$ cat src/hdl/psa_pkg.sv
package psa_pkg;

    typedef enum logic [1:0] {
        PH_IDLE = 2'd0,
        PH_SKIP = 2'd1,
        PH_HEAD = 2'd2,
        PH_BODY = 2'd3
    } t_phase;

    typedef enum logic [2:0] {
        ST_OK      = 3'd0,
        ST_SYNTAX  = 3'd1,
        ST_VERSION = 3'd2,
        ST_GAP     = 3'd3,
        ST_UNEXP   = 3'd4
    } t_status;

    typedef struct packed {
        logic [7:0] section_byte;
        logic       byte_valid;
        logic       section_end;
        logic       table_end;
        t_status    status;
    } t_result;

    localparam logic [7:0]  STUFF_ID     = 8'hFF;
    localparam logic [7:0]  SYNTAX_MASK  = 8'hC0;
    localparam logic [7:0]  SYNTAX_VALUE = 8'h80;
    localparam logic [11:0] MIN_LEN      = 12'd5;
    localparam logic [12:0] HDR_BYTES    = 13'd3;

    // Byte positions within a section
    localparam logic [12:0] POS_TABLE_ID = 13'd0;
    localparam logic [12:0] POS_LEN_HI   = 13'd1;
    localparam logic [12:0] POS_LEN_LO   = 13'd2;
    localparam logic [12:0] POS_VERSION  = 13'd5;
    localparam logic [12:0] POS_SECTION  = 13'd6;
    localparam logic [12:0] POS_LAST     = 13'd7;

endpackage

$ cat src/hdl/psa_core.sv
module psa_core (
    input  logic              i_clk,
    input  logic              i_rst_n,
    input  logic              i_accept,
    input  logic [7:0]        i_data_byte,
    input  logic              i_unit_start,
    output logic              o_res_valid,
    output psa_pkg::t_result  o_res
);
    import psa_pkg::*;

    t_phase      r_phase,           n_phase;
    logic [7:0]  r_skip_left,       n_skip_left;
    logic [12:0] r_byte_count,      n_byte_count;
    logic [11:0] r_section_len,     n_section_len;
    logic [4:0]  r_table_version,   n_table_version;
    logic [7:0]  r_section_index,   n_section_index;
    logic [7:0]  r_last_index,      n_last_index;
    logic [4:0]  r_pending_version, n_pending_version;
    logic [7:0]  r_pending_index,   n_pending_index;
    logic        r_section_done,    n_section_done;
    logic        r_table_done,      n_table_done;

    logic        has_res;
    t_result     res;
    t_status     st;
    logic [7:0]  skip_dec;
    logic [11:0] len_full;
    logic        te;

    always_comb begin
        n_phase           = r_phase;
        n_skip_left       = r_skip_left;
        n_byte_count      = r_byte_count;
        n_section_len     = r_section_len;
        n_table_version   = r_table_version;
        n_section_index   = r_section_index;
        n_last_index      = r_last_index;
        n_pending_version = r_pending_version;
        n_pending_index   = r_pending_index;
        n_section_done    = r_section_done;
        n_table_done      = r_table_done;
        has_res           = 1'b0;
        res               = '0;
        st                = ST_OK;
        skip_dec          = r_skip_left - 8'd1;
        len_full          = r_section_len | {4'd0, i_data_byte};
        te                = 1'b0;

        if (i_unit_start) begin
            // Pointer byte: restart section framing, report a cut-off section
            n_byte_count = '0;
            n_skip_left  = i_data_byte;
            n_phase      = (i_data_byte != 8'd0) ? PH_SKIP : PH_HEAD;
            if ((r_phase == PH_HEAD && r_byte_count != 13'd0) || r_phase == PH_BODY) begin
                has_res    = 1'b1;
                res.status = ST_UNEXP;
            end
        end else begin
            unique case (r_phase)
                PH_IDLE: ;
                PH_SKIP: begin
                    n_skip_left = skip_dec;
                    if (skip_dec == 8'd0) begin
                        n_phase = PH_HEAD;
                    end
                end
                default: begin
                    if (r_byte_count == POS_TABLE_ID && i_data_byte == STUFF_ID) begin
                        n_phase = PH_IDLE;
                    end else begin
                        if (r_byte_count == POS_LEN_HI) begin
                            if ((i_data_byte & SYNTAX_MASK) != SYNTAX_VALUE) begin
                                st = ST_SYNTAX;
                            end
                            n_section_len = {i_data_byte[3:0], 8'd0};
                        end else if (r_byte_count == POS_LEN_LO) begin
                            n_section_len = len_full;
                            if (len_full < MIN_LEN) begin
                                st = ST_SYNTAX;
                            end
                        end else if (r_byte_count == POS_VERSION) begin
                            n_pending_version = i_data_byte[5:1];
                        end else if (r_byte_count == POS_SECTION) begin
                            n_pending_index = i_data_byte;
                        end else if (r_byte_count == POS_LAST) begin
                            // Judge the section against the table in progress
                            if (r_table_done || r_pending_index == 8'd0) begin
                                n_table_done    = 1'b0;
                                n_table_version = r_pending_version;
                                n_section_index = r_pending_index;
                                n_last_index    = i_data_byte;
                            end else if (r_section_done) begin
                                if (r_table_version != r_pending_version) begin
                                    st = ST_VERSION;
                                end else if (r_section_index + 8'd1 != r_pending_index) begin
                                    st = ST_GAP;
                                end else begin
                                    n_section_index = r_pending_index;
                                end
                            end else begin
                                st = ST_UNEXP;
                            end
                            n_section_done = 1'b0;
                        end

                        has_res          = 1'b1;
                        res.section_byte = i_data_byte;
                        if (st != ST_OK) begin
                            // Drop the rest of the section until the next unit start
                            n_phase      = PH_IDLE;
                            n_byte_count = '0;
                            res.status   = st;
                        end else begin
                            res.byte_valid = 1'b1;
                            n_byte_count   = r_byte_count + 13'd1;
                            if (r_byte_count >= POS_LAST) begin
                                n_phase = PH_BODY;
                                if (r_byte_count + 13'd1 == HDR_BYTES + {1'b0, r_section_len}) begin
                                    te              = (n_section_index == n_last_index);
                                    n_section_done  = 1'b1;
                                    n_table_done    = n_table_done | te;
                                    n_phase         = PH_HEAD;
                                    n_byte_count    = '0;
                                    res.section_end = 1'b1;
                                    res.table_end   = te;
                                end
                            end
                        end
                    end
                end
            endcase
        end
    end

    always_ff @(posedge i_clk) begin
        if (!i_rst_n) begin
            r_phase           <= PH_IDLE;
            r_skip_left       <= '0;
            r_byte_count      <= '0;
            r_section_len     <= '0;
            r_table_version   <= '0;
            r_section_index   <= '0;
            r_last_index      <= '0;
            r_pending_version <= '0;
            r_pending_index   <= '0;
            r_section_done    <= 1'b0;
            r_table_done      <= 1'b1;
        end else if (i_accept) begin
            r_phase           <= n_phase;
            r_skip_left       <= n_skip_left;
            r_byte_count      <= n_byte_count;
            r_section_len     <= n_section_len;
            r_table_version   <= n_table_version;
            r_section_index   <= n_section_index;
            r_last_index      <= n_last_index;
            r_pending_version <= n_pending_version;
            r_pending_index   <= n_pending_index;
            r_section_done    <= n_section_done;
            r_table_done      <= n_table_done;
        end
    end

    assign o_res_valid = i_accept & has_res;
    assign o_res       = res;

endmodule

$ cat src/hdl/psa_out_reg.sv
module psa_out_reg (
    input  logic              i_clk,
    input  logic              i_rst_n,
    input  logic              i_load,
    input  psa_pkg::t_result  i_res,
    input  logic              i_stall,
    output logic              o_busy,
    output logic              o_valid,
    output psa_pkg::t_result  o_res
);
    import psa_pkg::*;

    logic    r_valid;
    t_result r_res;

    always_ff @(posedge i_clk) begin
        if (!i_rst_n) begin
            r_valid <= 1'b0;
        end else if (!r_valid || !i_stall) begin
            r_valid <= i_load;
        end
    end

    // Hold the payload while the receiver stalls
    always_ff @(posedge i_clk) begin
        if ((!r_valid || !i_stall) && i_load) begin
            r_res <= i_res;
        end
    end

    assign o_busy  = r_valid & i_stall;
    assign o_valid = r_valid;
    assign o_res   = r_res;

endmodule

$ cat src/hdl/psi_section_assembler.sv
// PSI section assembler.
// Input channel: one transport packet payload byte per transfer on
// i_data_byte, with i_unit_start high on the pointer byte of a packet that
// starts a unit. A transfer happens when i_valid is high and o_stall is low.
// Output channel: zero or one result per input transfer, carrying the
// section byte with byte_valid, section_end, table_end and a status code.
// A transfer happens when o_valid is high and i_stall is low.
// A result appears on the output in the cycle after the input byte that
// caused it is taken. One byte is taken per cycle while o_stall is low; the
// section state is updated in the same cycle a byte is taken.
// Skipped bytes, stuffing, bytes outside a section and pointer bytes that
// cut off no section give no result. o_stall rises only while a result is
// held and the receiver stalls, so bytes stop for exactly as long as it waits.
// Reset (i_rst_n low, synchronous) empties the output register and returns
// the block to waiting for a unit start, with no table in progress.
module psi_section_assembler (
    input  logic       i_clk,
    input  logic       i_rst_n,
    input  logic       i_valid,
    output logic       o_stall,
    input  logic [7:0] i_data_byte,
    input  logic       i_unit_start,
    output logic       o_valid,
    input  logic       i_stall,
    output logic [7:0] o_section_byte,
    output logic       o_byte_valid,
    output logic       o_section_end,
    output logic       o_table_end,
    output logic [2:0] o_status
);
    import psa_pkg::*;

    logic    accept;
    logic    res_valid;
    t_result res;
    t_result out_res;
    logic    busy;

    assign accept  = i_valid & ~busy;
    assign o_stall = busy;

    psa_core u_core (
        .i_clk        (i_clk),
        .i_rst_n      (i_rst_n),
        .i_accept     (accept),
        .i_data_byte  (i_data_byte),
        .i_unit_start (i_unit_start),
        .o_res_valid  (res_valid),
        .o_res        (res)
    );

    psa_out_reg u_out_reg (
        .i_clk   (i_clk),
        .i_rst_n (i_rst_n),
        .i_load  (res_valid),
        .i_res   (res),
        .i_stall (i_stall),
        .o_busy  (busy),
        .o_valid (o_valid),
        .o_res   (out_res)
    );

    assign o_section_byte = out_res.section_byte;
    assign o_byte_valid   = out_res.byte_valid;
    assign o_section_end  = out_res.section_end;
    assign o_table_end    = out_res.table_end;
    assign o_status       = out_res.status;

endmodule

$ cat config.mk
export PLATFORM = sky130hd
export DESIGN_NAME = psi_section_assembler
export DESIGN_NICKNAME = d
export VERILOG_FILES = /design/src/hdl/psa_pkg.sv /design/src/hdl/psa_core.sv /design/src/hdl/psa_out_reg.sv /design/src/hdl/psi_section_assembler.sv
export SDC_FILE = /design/constraint.sdc
export NUM_CORES = 1
export LEC_CHECK = 0
export BUFFER_PORTS_ARGS = -buffer_cell sky130_fd_sc_hd__buf_2
export CAP_MARGIN = 20
export CORE_MARGIN = 3
export CORE_UTILIZATION = 23
export DETAILED_ROUTE_END_ITERATION = 8
export PLACE_DENSITY = 0.47
export SLEW_MARGIN = 40
export SYNTH_ARGS = -nofsm -noshare
export SYNTH_HDL_FRONTEND = slang
export SYNTH_SLANG_ARGS = --single-unit
$ cat constraint.sdc
create_clock -name i_clk -period 3 [get_ports i_clk]
set_input_delay 0.6 -clock i_clk [delete_from_list [all_inputs] [get_ports i_clk]]
set_output_delay 0.6 -clock i_clk [all_outputs]
set_load 0.05 [all_outputs]
==> reports/qor.yml <==
clock_tree:
  cts_tree: "done"
  clockBufferDepth: 2
  ctsRootBufferMaster: "clkbuf_16"
  numCtsBuffers: 9
  cts.sinks: 86
  clkSlewWorstSetupHoldPaths_ns: 0.07
  h-tree-depth: 3
  clk_latency_ns: 0.36
power_and_ir_drop:
  p_comb_frac: 0.072
  p_seq_frac: 0.464
  power.switching_mw: 0.640
  p_int_mw: 1.92
  switching_share: 0.250
  p_leak_nw: 2.35
  power.density_nw_per_um2: 399
  clkPwrFrac: 0.464
  vdd_drop_max_uv: 235
yosys:
  avgSynthCellArea_um2: 8.66
  yosysSeqAreaShare: 0.345
  synth_area_um2: 5400
  synth_top_area_share: 0.267
  synthesis.nets: 644
  ys_ff_latch: 86
  synth.most_common_cell: "dfxtp_1"
  synth_edf_count: 14
  async_reset_ff_frac: 0
  yosysUniqueCellTypes: 76
  ys_warn_count: 0
  synth_top_area_cell: "dfxtp_1"
  synth_common_cells: "dfxtp_1 (72), nand2_1 (63), nor2b_1 (49)"
  synth_area_leaders: "dfxtp_1 (27%), edfxtp_1 (7.8%), mux2i_1 (5.9%)"
  synth_cells: 623
  synth_ff_type: "dfxtp_1"
hold_path:
  hp-class: "flop to flop"
setup_path:
  critPathMostFrequentCell: "nor3_4"
  crit_type: "flop to flop"
  setup.worst_path.end_class: "flop"
  worst_path_max_delay_cell: "or4_4"
  critPathMaxFanout: 5
  cp.required_ns: 3.11
  crit_family: "simple AND/OR/NAND/NOR gates"
  crit_path_max_incr_delay_ns: 0.60
  path_cells: "or4_4 > nor3_4 > nand4_2 > nor3_4 > buf_4 > and3_1 > o21ai_0 > nor4b_2 > o2111ai_1 > nor2_1"
  startpoint_type: "flop"
  cp_num_buf_inv: 1
  cp.arrival_ns: 2.91
global_routing:
  overflow: 0
  grt_pass1_vias: 4441
  grt_pass1_wl_um: 24900
  grt_max_degree: 33
  grt_util_all_layers: 0.123
  antenna_found_initial: 0
drt:
  detail_route.vias_per_cell: 4.56
  wl_per_cell_um: 15.5
  ant_nets: 0
  drt_wl_total_um: 15300
  drtIter0Drc: 375
  drc: 0
  num_vias: 4496
  dr.pass1.iters: 4
cells_and_area:
  final_cell_area_um2: 6420
  area_growth_pct: 19.0
  nets: 688
  drive_gt1_frac: 0.182
  fin_cells: 985
  num_antenna_cells: 0
  utilization: 0.281
floorplan:
  die_x_um: 159
  start_util: 0.236
  ioPinCount: 29
  core_um2: 22800
  die_h_um: 159
  die_area_um2: 25300
  num_rows: 55
timing:
  final_max_slew_viol_count: 0
  period_minus_slack_ns: 2.80
  timing.slew.headroom: 0.630
  fin_ws_ns: 0.196
  max_freq_mhz: 357
  skew_ns: 0.0117
  tightest_slew_ns: 0.550
  hold_viol: 0
  whs_ns: 0.467
  setup_violations: 0
  period_share: 0.935
place:
  gp_congestion: 0.791
  portBuffers: 28
  dp_hpwl_um: 11500
  dp_cells: 968
  placed_area_um2: 6070
  dp_worst_setup_slack_ns: 0.0513
status:
  status: "complete, no violations"
run:
  cap_violations: 0
==> repair_timing <==
item / CTS / global route
setup endpoints to repair: 0 / 14
buffers inserted: 0 / 1
hold buffers: 0 / 0
hold endpoints to repair: 0 / 0
gates resized for setup: 0 / 8
==> through the flow <==
| stage | total power [mW] | setup TNS [ns] |
|---|---|---|
| after global routing | 2.68 | -0.00360 |
| after detailed placement | 1.40 | 0 |
| after floorplan | 1.34 | 0 |
| after global placement | 1.40 | 0 |
| after CTS | 2.60 | 0 |
| final | 2.56 | 0 |
==> worst reg2reg max path, cell delays in order (launching register included) <==
cell and delay, ns:
dfxtp_1 0.35, or4_4 0.60, nor3_4 0.29, nand4_2 0.20, nor3_4 0.23, buf_4 0.15
and3_1 0.16, o21ai_0 0.07, nor4b_2 0.16, o2111ai_1 0.27, nor2_1 0.08
==> placed cells by master (no fill, tap or decap), drive strengths merged, types with 17 or more instances in the layout <==
master  netlist  routed
nor2b        50      50
o21ai        20      20
buf          13      73
xnor2        33      33
a21oi        23      23
mux2i        32      32
a21boi       17      17
dfxtp        72      72
and2         17      17
nand3        24      24
nor2         39      39
nand2        65      65
==> flip-flops by register name (all words and copies together), names as in the netlist <==
register,count
u_core.r_section_index,8
u_out_reg.o_valid,1
u_core.r_byte_count,13
u_core.r_section_len,12
u_out_reg.o_res,14
u_core.r_last_index,8
u_core.r_pending_version,5
u_core.r_table_version,5
u_core.r_table_done,1
u_core.r_pending_index,8
u_core.r_section_done,1
u_core.r_phase,2
u_core.r_skip_left,8
==> layout make-up <==
type,count,area (um2)
repair buffers,73,490
clock inverters,6,70.1
fillers,2529,16400
clock buffers,10,239
flip-flops and latches,86,1860
well taps,313,392
inverters,11,41.3
multi-input cells,486,3330
==> worst paths after layout <==
kind | slack (ns) | cells past startpoint | from | endpoint
min | 0.47 | 2 | u_core.r_table_version[3] | u_core.r_table_version[3]
max reg2reg | 0.20 | 10 | u_core.r_byte_count[10] | u_out_reg.o_res[3]
max | 0.20 | 10 | u_core.r_byte_count[10] | u_out_reg.o_res[3]
min reg2reg | 0.47 | 2 | u_core.r_table_version[3] | u_core.r_table_version[3]
==> metal layers <==
metal | track usage | wire, um | up-vias
li1 | - | - | 2296
met1 | 0.176 | 7660 | 2122
met2 | 0.187 | 6880 | 69
met3 | 0.0260 | 607 | 9
met4 | 0.0358 | 155 | 0
met5 | 0 | 0 | -
==> power by group through the flow <==
stage / combinational, mW / clock [mW] / sequential (mW)
2_1_floorplan: 0.116 / 0 / 1.22
3_3_place_gp: 0.189 / 0 / 1.22
3_5_place_dp: 0.187 / 0 / 1.22
4_1_cts: 0.188 / 1.23 / 1.19
5_1_grt: 0.209 / 1.28 / 1.19
6_report: 0.185 / 1.19 / 1.19
==> logic make-up (layout without fill, tap and decap cells) <==
family,count (synthesis),in the layout,share of synthesized area
adders and majority gates,8,8,0.0185
DFF,86,86,0.345
buffers and inverters,51,100,0.0454
xor gates and xnor gates,46,46,0.0774
and+or+nand+nor,283,283,0.304
muxes,35,35,0.0656
AOI/OAI and AO/OA,114,114,0.144
Note: power is estimated with default switching activity, not from simulation.
